==> src/rtl/weekly_event_schedule_table_defines.svh <==
// assertion macros shared by the weekly event schedule table rtl
// no dependencies; included by the files that carry assertions
`ifndef WEEKLY_EVENT_SCHEDULE_TABLE_DEFINES_SVH
`define WEEKLY_EVENT_SCHEDULE_TABLE_DEFINES_SVH

// clocked property, disabled while reset is asserted
`define WEST_ASSERT(lbl, clk, rstn, prop, msg) \
	lbl: assert property (@(posedge clk) disable iff (!(rstn)) (prop)) else $error(msg);

// condition that must never be seen at a clock edge
`define WEST_NEVER(lbl, clk, rstn, cond, msg) \
	`WEST_ASSERT(lbl, clk, rstn, !(cond), msg)

`endif

==> src/rtl/west_pkg.sv <==
// types and constants of the weekly event schedule table
// no dependencies; imported by the top level and the testbench
package west_pkg;

	// request opcodes
	localparam logic [1:0] OP_ON     = 2'd0;
	localparam logic [1:0] OP_OFF    = 2'd1;
	localparam logic [1:0] OP_REMOVE = 2'd2;
	localparam logic [1:0] OP_TICK   = 2'd3;

	// status codes of a schedule response
	localparam logic [1:0] ST_OK   = 2'd0;
	localparam logic [1:0] ST_BAD  = 2'd1;
	localparam logic [1:0] ST_FULL = 2'd2;

	// response kinds
	localparam logic KIND_STATUS = 1'b0;
	localparam logic KIND_CMD    = 1'b1;

	// day codes of single days and of day groups
	localparam logic [3:0] DAY_SUNDAY   = 4'd0;
	localparam logic [3:0] DAY_MONDAY   = 4'd1;
	localparam logic [3:0] DAY_FRIDAY   = 4'd5;
	localparam logic [3:0] DAY_SATURDAY = 4'd6;
	localparam logic [3:0] DAY_EVERY    = 4'd7;
	localparam logic [3:0] DAY_WEEKDAYS = 4'd8;
	localparam logic [3:0] DAY_WEEKEND  = 4'd9;

	// register index, taken from paddr bit 2
	localparam logic REG_LIGHT_ID_LIMIT = 1'b0;
	localparam logic [6:0] LIMIT_RESET  = 7'd32;

	typedef struct packed {
		logic [1:0]        opcode;
		logic signed [7:0] light_id;
		logic [3:0]        day;
		logic [10:0]       minute;
	} west_req_t;

	typedef struct packed {
		logic       kind;
		logic [1:0] status;
		logic [6:0] cmd_light;
		logic       turn_on;
		logic       last;
	} west_rsp_t;

	typedef struct packed {
		logic [6:0]  light;
		logic [3:0]  day;
		logic [10:0] minute;
		logic        turn_on;
	} west_entry_t;

endpackage

==> src/rtl/west_ram.sv <==
// generic single-write, single-read ram with registered read data
// no dependencies; read data holds while no read is issued
module west_ram #(
	parameter int WIDTH = 23,
	parameter int DEPTH = 64
) (
	input  logic                                  clk,
	input  logic                                  we,
	input  logic [$clog2(DEPTH > 1 ? DEPTH : 2)-1:0] waddr,
	input  logic [WIDTH-1:0]                      wdata,
	input  logic                                  re,
	input  logic [$clog2(DEPTH > 1 ? DEPTH : 2)-1:0] raddr,
	output logic [WIDTH-1:0]                      rdata
);
	logic [WIDTH-1:0] mem_q [DEPTH];
	logic [WIDTH-1:0] rdata_q;

	always_ff @(posedge clk) begin
		if (we) begin
			mem_q[waddr] <= wdata;
		end
		if (re) begin
			rdata_q <= mem_q[raddr];
		end
	end

	assign rdata = rdata_q;

endmodule

==> src/rtl/weekly_event_schedule_table.sv <==
// weekly event schedule table, top level
// depends on west_pkg, west_ram and weekly_event_schedule_table_defines.svh
//
// usage
// - req channel (req_valid, req_stall, req): one request per transaction,
//   opcode schedule-on, schedule-off, remove or minute tick
// - rsp channel (rsp_valid, rsp_stall, rsp): schedule requests answer with
//   one status transaction; a tick answers with one command per due entry
//   in slot order, last set on the final one; remove and an idle tick
//   answer with nothing
// - apb port holds light_id_limit at byte address 0
// timing
// - one request at a time; req_stall is high from acceptance until the
//   last response has moved into the output register
// - schedule: a walk over the valid bits, one slot per cycle, to find the
//   lowest free slot
// - remove and tick: a scan through the single read port of the entry ram,
//   one slot per cycle unless a tick hit waits on a stalled rsp channel
// - a held command waits for the next hit to learn its last flag, so a
//   stalled receiver pauses the scan; nothing is lost or repeated
// reset
// - valid bits clear at once in flip-flops, limit returns to 32,
//   no clearing pass over the ram is needed
module weekly_event_schedule_table
	import west_pkg::*;
#(
	parameter int TABLE_DEPTH = 64
) (
	input  logic        clk,
	input  logic        arst_n,
	// request channel
	input  logic        req_valid,
	output logic        req_stall,
	input  west_req_t   req,
	// response channel
	output logic        rsp_valid,
	input  logic        rsp_stall,
	output west_rsp_t   rsp,
	// apb configuration port
	input  logic        psel,
	input  logic        penable,
	input  logic        pwrite,
	input  logic [2:0]  paddr,
	input  logic [31:0] pwdata,
	output logic [31:0] prdata,
	output logic        pready
);
	`include "weekly_event_schedule_table_defines.svh"

	localparam int IW = (TABLE_DEPTH > 1) ? $clog2(TABLE_DEPTH) : 1;
	localparam logic [IW-1:0] LAST_IDX = IW'(TABLE_DEPTH - 1);
	localparam int EW = $bits(west_entry_t);

	typedef enum logic [3:0] {
		ST_IDLE  = 4'b0001,
		ST_FIND  = 4'b0010,
		ST_SCAN  = 4'b0100,
		ST_DRAIN = 4'b1000
	} state_t;

	// does entry day code fire on today's weekday
	function automatic logic covers_today(input logic [3:0] code, input logic [3:0] today);
		logic hit;
		hit = (code == DAY_EVERY) || (code == today);
		if (code == DAY_WEEKEND && (today == DAY_SUNDAY || today == DAY_SATURDAY)) begin
			hit = 1'b1;
		end
		if (code == DAY_WEEKDAYS && today >= DAY_MONDAY && today <= DAY_FRIDAY) begin
			hit = 1'b1;
		end
		return hit;
	endfunction

	// control state
	state_t              state_q;
	logic [TABLE_DEPTH-1:0] valid_q;
	logic [IW-1:0]       idx_q;          // find slot, or next scan read address
	logic                issue_done_q;   // every slot read has been issued
	logic                s1_valid_q;     // ram read data is live
	logic                pend_valid_q;   // a response is held back
	logic                rsp_valid_q;
	logic [6:0]          limit_q;

	// payload
	logic [1:0]          op_q;
	logic [7:0]          key_light_q;
	logic [3:0]          key_day_q;
	logic [10:0]         key_min_q;
	logic [IW-1:0]       idx_s1;
	west_rsp_t           pend_q;
	west_rsp_t           rsp_q;

	// ram
	logic                ram_we;
	logic                ram_re;
	logic [EW-1:0]       ram_rdata;
	west_entry_t         ent;
	west_entry_t         wr_ent;

	logic accept;
	logic rsp_free;
	logic id_bad;
	logic ent_valid;
	logic min_eq;
	logic rm_hit;
	logic tk_hit;
	logic scan_adv;
	logic find_free;
	logic drain_push;
	logic succ_push;
	logic cfg_wr;

	west_ram #(
		.WIDTH (EW),
		.DEPTH (TABLE_DEPTH)
	) u_entry_ram (
		.clk   (clk),
		.we    (ram_we),
		.waddr (idx_q),
		.wdata (wr_ent),
		.re    (ram_re),
		.raddr (idx_q),
		.rdata (ram_rdata)
	);

	// handshake helpers
	assign req_stall = (state_q != ST_IDLE);
	assign accept    = req_valid && !req_stall;
	assign rsp_free  = !rsp_valid_q || !rsp_stall;
	// negative ids and ids at or above the limit are rejected
	assign id_bad    = req.light_id[7] || (req.light_id[6:0] >= limit_q);

	// compare stage on ram read data
	assign ent       = west_entry_t'(ram_rdata);
	assign ent_valid = valid_q[idx_s1];
	assign min_eq    = (ent.minute == key_min_q);
	// a negative key never matches the 7-bit stored id
	assign rm_hit    = (state_q == ST_SCAN) && s1_valid_q && (op_q != OP_TICK) && ent_valid
		&& ({1'b0, ent.light} == key_light_q) && (ent.day == key_day_q) && min_eq;
	assign tk_hit    = (state_q == ST_SCAN) && s1_valid_q && (op_q == OP_TICK) && ent_valid
		&& covers_today(ent.day, key_day_q) && min_eq;
	// a new hit can only be taken once the held one has somewhere to go
	assign scan_adv  = !(tk_hit && pend_valid_q && !rsp_free);
	assign succ_push = tk_hit && pend_valid_q && rsp_free;
	assign drain_push = (state_q == ST_DRAIN) && pend_valid_q && rsp_free;

	// find stage works on the valid flops
	assign find_free = !valid_q[idx_q];
	assign ram_we    = (state_q == ST_FIND) && find_free;
	assign ram_re    = (state_q == ST_SCAN) && scan_adv && !issue_done_q;

	always_comb begin
		wr_ent.light   = key_light_q[6:0];
		wr_ent.day     = key_day_q;
		wr_ent.minute  = key_min_q;
		wr_ent.turn_on = (op_q == OP_ON);
	end

	// configuration
	assign cfg_wr = psel && penable && pwrite && (paddr[2] == REG_LIGHT_ID_LIMIT);
	assign pready = 1'b1;
	assign prdata = (paddr[2] == REG_LIGHT_ID_LIMIT) ? {25'd0, limit_q} : 32'd0;

	// control registers
	always_ff @(posedge clk or negedge arst_n) begin
		if (!arst_n) begin
			state_q      <= ST_IDLE;
			valid_q      <= '0;
			idx_q        <= '0;
			issue_done_q <= 1'b0;
			s1_valid_q   <= 1'b0;
			pend_valid_q <= 1'b0;
			rsp_valid_q  <= 1'b0;
			limit_q      <= LIMIT_RESET;
		end else begin
			if (cfg_wr) begin
				limit_q <= pwdata[6:0];
			end

			// output register: refill from the held response, else drain when taken
			if (drain_push || succ_push) begin
				rsp_valid_q <= 1'b1;
			end else if (rsp_valid_q && !rsp_stall) begin
				rsp_valid_q <= 1'b0;
			end

			unique case (state_q)
				ST_IDLE: begin
					if (accept) begin
						idx_q        <= '0;
						issue_done_q <= 1'b0;
						s1_valid_q   <= 1'b0;
						if (req.opcode == OP_ON || req.opcode == OP_OFF) begin
							if (id_bad) begin
								pend_valid_q <= 1'b1;
								state_q      <= ST_DRAIN;
							end else begin
								state_q <= ST_FIND;
							end
						end else begin
							state_q <= ST_SCAN;
						end
					end
				end
				ST_FIND: begin
					if (find_free) begin
						valid_q[idx_q] <= 1'b1;
						pend_valid_q   <= 1'b1;
						state_q        <= ST_DRAIN;
					end else if (idx_q == LAST_IDX) begin
						pend_valid_q <= 1'b1;
						state_q      <= ST_DRAIN;
					end else begin
						idx_q <= idx_q + 1'b1;
					end
				end
				ST_SCAN: begin
					if (rm_hit) begin
						valid_q[idx_s1] <= 1'b0;
					end
					if (scan_adv) begin
						if (tk_hit) begin
							pend_valid_q <= 1'b1;
						end
						s1_valid_q <= !issue_done_q;
						if (!issue_done_q) begin
							if (idx_q == LAST_IDX) begin
								issue_done_q <= 1'b1;
							end else begin
								idx_q <= idx_q + 1'b1;
							end
						end else begin
							// final slot compared this cycle
							state_q <= ST_DRAIN;
						end
					end
				end
				ST_DRAIN: begin
					if (!pend_valid_q) begin
						state_q <= ST_IDLE;
					end else if (rsp_free) begin
						pend_valid_q <= 1'b0;
						state_q      <= ST_IDLE;
					end
				end
				default: begin
					state_q <= ST_IDLE;
				end
			endcase
		end
	end

	// payload registers
	always_ff @(posedge clk) begin
		if (accept) begin
			op_q        <= req.opcode;
			key_light_q <= req.light_id;
			key_day_q   <= req.day;
			key_min_q   <= req.minute;
		end
		if (ram_re) begin
			idx_s1 <= idx_q;
		end

		// held response
		if (accept && id_bad && (req.opcode == OP_ON || req.opcode == OP_OFF)) begin
			pend_q <= '{kind: KIND_STATUS, status: ST_BAD, cmd_light: 7'd0,
				turn_on: 1'b0, last: 1'b1};
		end else if (state_q == ST_FIND && (find_free || idx_q == LAST_IDX)) begin
			pend_q <= '{kind: KIND_STATUS, status: (find_free ? ST_OK : ST_FULL),
				cmd_light: 7'd0, turn_on: 1'b0, last: 1'b1};
		end else if (tk_hit && scan_adv) begin
			pend_q <= '{kind: KIND_CMD, status: ST_OK, cmd_light: ent.light,
				turn_on: ent.turn_on, last: 1'b0};
		end

		// a command learns it is last only when the scan ends without a successor
		if (drain_push || succ_push) begin
			rsp_q <= '{kind: pend_q.kind, status: pend_q.status, cmd_light: pend_q.cmd_light,
				turn_on: pend_q.turn_on, last: drain_push};
		end
	end

	assign rsp_valid = rsp_valid_q;
	assign rsp       = rsp_q;

	// compare stage only lives inside a scan
	`WEST_ASSERT(a_s1_in_scan, clk, arst_n, s1_valid_q |-> (state_q == ST_SCAN),
		"ram read data live outside a scan")
	// nothing may be held back once the block takes a new request
	`WEST_NEVER(a_idle_pend, clk, arst_n, (state_q == ST_IDLE) && pend_valid_q,
		"response held while idle")
	// status responses are always the only and last one of their request
	`WEST_ASSERT(a_status_last, clk, arst_n,
		(rsp_valid_q && (rsp_q.kind == KIND_STATUS)) |-> rsp_q.last,
		"status response without last")
	// a slot write hands an ok status to the drain stage
	`WEST_ASSERT(a_write_status, clk, arst_n,
		ram_we |=> ((state_q == ST_DRAIN) && pend_valid_q && (pend_q.status == ST_OK)),
		"slot written without ok status")

endmodule

==> config.mk <==
export PLATFORM = sky130hd
export DESIGN_NAME = weekly_event_schedule_table
export DESIGN_NICKNAME = d
export VERILOG_FILES = /design/src/rtl/west_pkg.sv /design/src/rtl/west_ram.sv /design/src/rtl/weekly_event_schedule_table.sv
export VERILOG_INCLUDE_DIRS = /design/src /design/src/rtl
export SDC_FILE = /design/constraint.sdc
export NUM_CORES = 2
export LEC_CHECK = 0
export BUFFER_PORTS_ARGS = -buffer_cell sky130_fd_sc_hd__buf_4
export CAP_MARGIN = 10
export CORE_MARGIN = 2
export CORE_UTILIZATION = 40
export DETAILED_ROUTE_END_ITERATION = 8
export HOLD_SLACK_MARGIN = 0.02
export SETUP_SLACK_MARGIN = 0.4
export SYNTH_ARGS = -nofsm -noshare
export SYNTH_HDL_FRONTEND = slang
export SYNTH_SLANG_ARGS = --single-unit
==> constraint.sdc <==
create_clock -name clk -period 8.45 [get_ports clk]
set_clock_uncertainty 0.2 [all_clocks]
set_input_delay 0.845 -clock clk [delete_from_list [all_inputs] [get_ports clk]]
set_output_delay 0.845 -clock clk [all_outputs]
set_load 0.05 [all_outputs]
==> key figures <==
Synthesis
  – EDFF count, synth: 1,538
  – Register area share after synthesis: 79.5%
  – Cells after synthesis: 3,490
  – Commonest register cell after synthesis: edfxtp_1
  – Asr flop ratio synth: 5.20%
  – Syn avg cell area: 17.5 um^2
  – Seq cells post-synth: 1,634
  – Yosys cell types: 71
  – Netlist Area Pre-Place: 61,100 um^2
  – YS warnings: 0

Global routing
  – GRT Total Usage: 22.5%
  – First-pass GRT wire length: 254,000 um
  – Initial antenna violation count: 4
  – Grt ovf: 0
  – Number of global-route vias before repair: 33,400
  – Largest net degree at the start of global routing: 107

Die
  – Die ar.: 156,000 um^2
  – Die width: 395 um
  – Ports: 114
  – Die height: 395 um
  – Row count: 143
  – Core Area: 152,000 um^2
  – Initial core utilization: 40.3%

Clock tree
  – Clk buf depth: 3
  – Clk root buf: clkbuf_16
  – CTS clk-pin slew, worst paths: 0.06 ns
  – CTS buffer count: 166
  – CTS Hold Buffers Added: 25
  – CTS sink count: 1,634
  – # H-tree levels: 4
  – Post_cts resized: 0
  – CTS tree: yes
  – Skew-Pair Late Insertion Delay: 0.82 ns
  – Post-CTS setup buffer count: 0

Cells and area
  – Commonest non-fill, non-tap cell in the layout: edfxtp_1
  – Most frequent cells in the layout: edfxtp_1, a22oi_1, buf_4, clkbuf_16, a22o_1
  – Area of all placed cells without fillers: 69,900 um^2
  – Number of nets in the layout: 3,718
  – Area delta synth->final: 14.5%
  – Filler cells: 12,900
  – Footprint of the multi-input gates: 11,700 um^2
  – Ratio of cells with drive above 1 in the final layout: 14.4%
  – Register area: 48,500 um^2
  – ANT cells: 0

Hold path
  – HP Class: input pin to flip-flop
  – WHS Path Cells: 1

Route
  – Iteration-0 DRC Markers: 4,745
  – Routed wire length: 179,000 um
  – Total number of vias: 35,200
  – DR WL/cell: 30.9 um
  – Met3 WL: 17,000 um
  – Met1 WL: 72,800 um
  – Post-route DRC: 0
  – Final antenna-violating net count: 0
  – DR top layer: met5
  – Routed vias/inst: 6.07
  – DR pass1 iterations: 6
  – Met2 WL: 82,500 um

Place
  – Gp weighted congestion: 0.971
  – Placed instance area: 64,500 um^2
  – Port Buffers: 60
  – DP HPWL: 95,500 um

Status
  – Outcome: complete, no violations

Power and ir drop
  – Maximum VDD drop: 0.273 mV
  – Pleak: 21.9 nW
  – Total power draw: 0.0190 W
  – Pwr dens: 272 nW/um^2

Setup path
  – FF-to-FF setup slack: 3.13 ns
  – Worst Setup End Kind: flip-flop
  – R2R depth: 9
  – Data required, critical path: 8.72 ns
  – CP Class: flip-flop to flip-flop
  – CP startpoint kind: flip-flop
  – Crit path max fanout: 34
  – Critical path arrival: 5.60 ns

Timing
  – Slew of the pin with the lowest slew margin: 1.43 ns
  – Unrepaired setup endpoints after global routing: false
  – Maximum clock rate: 0.188 GHz
  – Fin. Hold Viols: 0
  – Max Slew Vio Count: 0
  – Slew HR: 4.20%
  – Setup TNS: 0 ns
  – Final setup violation count: 0
  – Tmin final: 5.32 ns
  – Period Utilization, post-route: 63.0%

Job
  – Maxcap violations: 0
[layout make-up]
class	count	share of cell area, %
multi-input combinational	1597	16.7
clock inverter	87	1.10
sequential	1634	69.4
tap	2030	3.63
inverter	25	0.134
clock buffer	213	6.34
timing repair buffer	219	2.65
[worst max-delay path: stages, from the launching register on]
cell      delay [ns]
dfrtp_1         0.32
buf_4           0.39
and3b_4         0.42
a22o_1          0.30
o31ai_2         0.38
o211ai_2        0.18
nor4_4          0.64
nand3_1         0.87
nor2_2          0.86
buf_4           0.39
[path summary, 6_finish.rpt]
kind | startpoint | endpoint
min reg2reg | pend_q[11] | rsp[11]
max | idx_q[1] | u_entry_ram.mem_q[8][20]
min | req[24] | op_q[1]
max in group asynchronous | arst_n | valid_q[40]
max reg2reg | idx_q[1] | u_entry_ram.mem_q[8][20]
min in group asynchronous | arst_n | limit_q[0]
[cell families after synthesis]
| group | Yosys count | synth area share (%) |
|---|---|---|
| and+or+nand+nor | 393 | 3.45 |
| adders and majority gates | 8 | 0.164 |
| AOI/OAI and AO/OA | 1093 | 13.5 |
| muxes | 53 | 1.05 |
| other | 2 | 0.0123 |
| DFF | 1634 | 79.5 |
| buffers and inverters | 283 | 2.04 |
| xor gates and xnor gates | 24 | 0.344 |
[metrics by stage]
step / hold slack [ns] / std cells / worst slack, ns / util [%]
floorplan: 0.208 / 3514 / 4.32 / -
global placement: 0.220 / 5479 / 3.16 / 42.5
detailed placement: 0.221 / 5479 / 3.14 / 42.5
CTS: 0.0217 / 5804 / 3.12 / 46.1
global route: 0.0373 / 5805 / 2.89 / 46.1
finish: 0.0635 / 5805 / 3.13 / 46.1
[sequential cells by signal (all words and copies together), names as in the netlist, 4 cells and up]
name               cells
idx_q                  6
idx_s1                 6
u_entry_ram.mem_q   1472
state_q                4
rsp                   12
pend_q                11
u_entry_ram.rdata     23
key_min_q             11
valid_q               64
limit_q                7
key_light_q            8
key_day_q              4
[routing by layer]
metal / GRT usage (%) / vias up
met5: 0 / -
met4: 8.95 / 2
met3: 4.60 / 297
met2: 34.5 / 1830
met1: 31.6 / 18200
li1: - / 14900
[cell usage after synthesis (all sizes together), types with 7 or more instances]
| cell type | number | area [um^2] |
|---|---|---|
| nand2 | 49 | 184 |
| and2 | 8 | 50.1 |
| nor3b | 8 | 65.1 |
| nand4 | 52 | 325 |
| xnor2 | 20 | 175 |
| dfrtp | 83 | 2080 |
| or3 | 10 | 62.6 |
| nand3 | 70 | 350 |
| inv | 25 | 93.8 |
| nor2 | 96 | 360 |
| a2bb2oi | 17 | 149 |
| clkbuf | 132 | 495 |
| dfxtp | 11 | 220 |
| a31oi | 122 | 763 |
| o21ai | 51 | 255 |
| nand3b | 7 | 56.3 |
| o22ai | 9 | 56.3 |
| edfxtp | 1538 | 46200 |
| a21o | 28 | 210 |
| nor4 | 19 | 134 |
| nand2b | 12 | 75.1 |
| ha | 8 | 100 |
| nor3 | 23 | 115 |
| a22oi | 430 | 3230 |
| buf | 126 | 656 |
| a22o | 156 | 1370 |
| a221oi | 155 | 1360 |
| o31ai | 11 | 87.6 |
| o211ai | 12 | 95.1 |
| mux2 | 8 | 90.1 |
| mux4 | 8 | 180 |
| mux2i | 37 | 370 |
| a21oi | 62 | 310 |
[power by group]
part	internal [W]	switching [W]
clock	0.00404	0.00306
sequential	0.00932	0.0000884
combinational	0.000678	0.00185
Note: power is estimated with default switching activity, not from simulation.
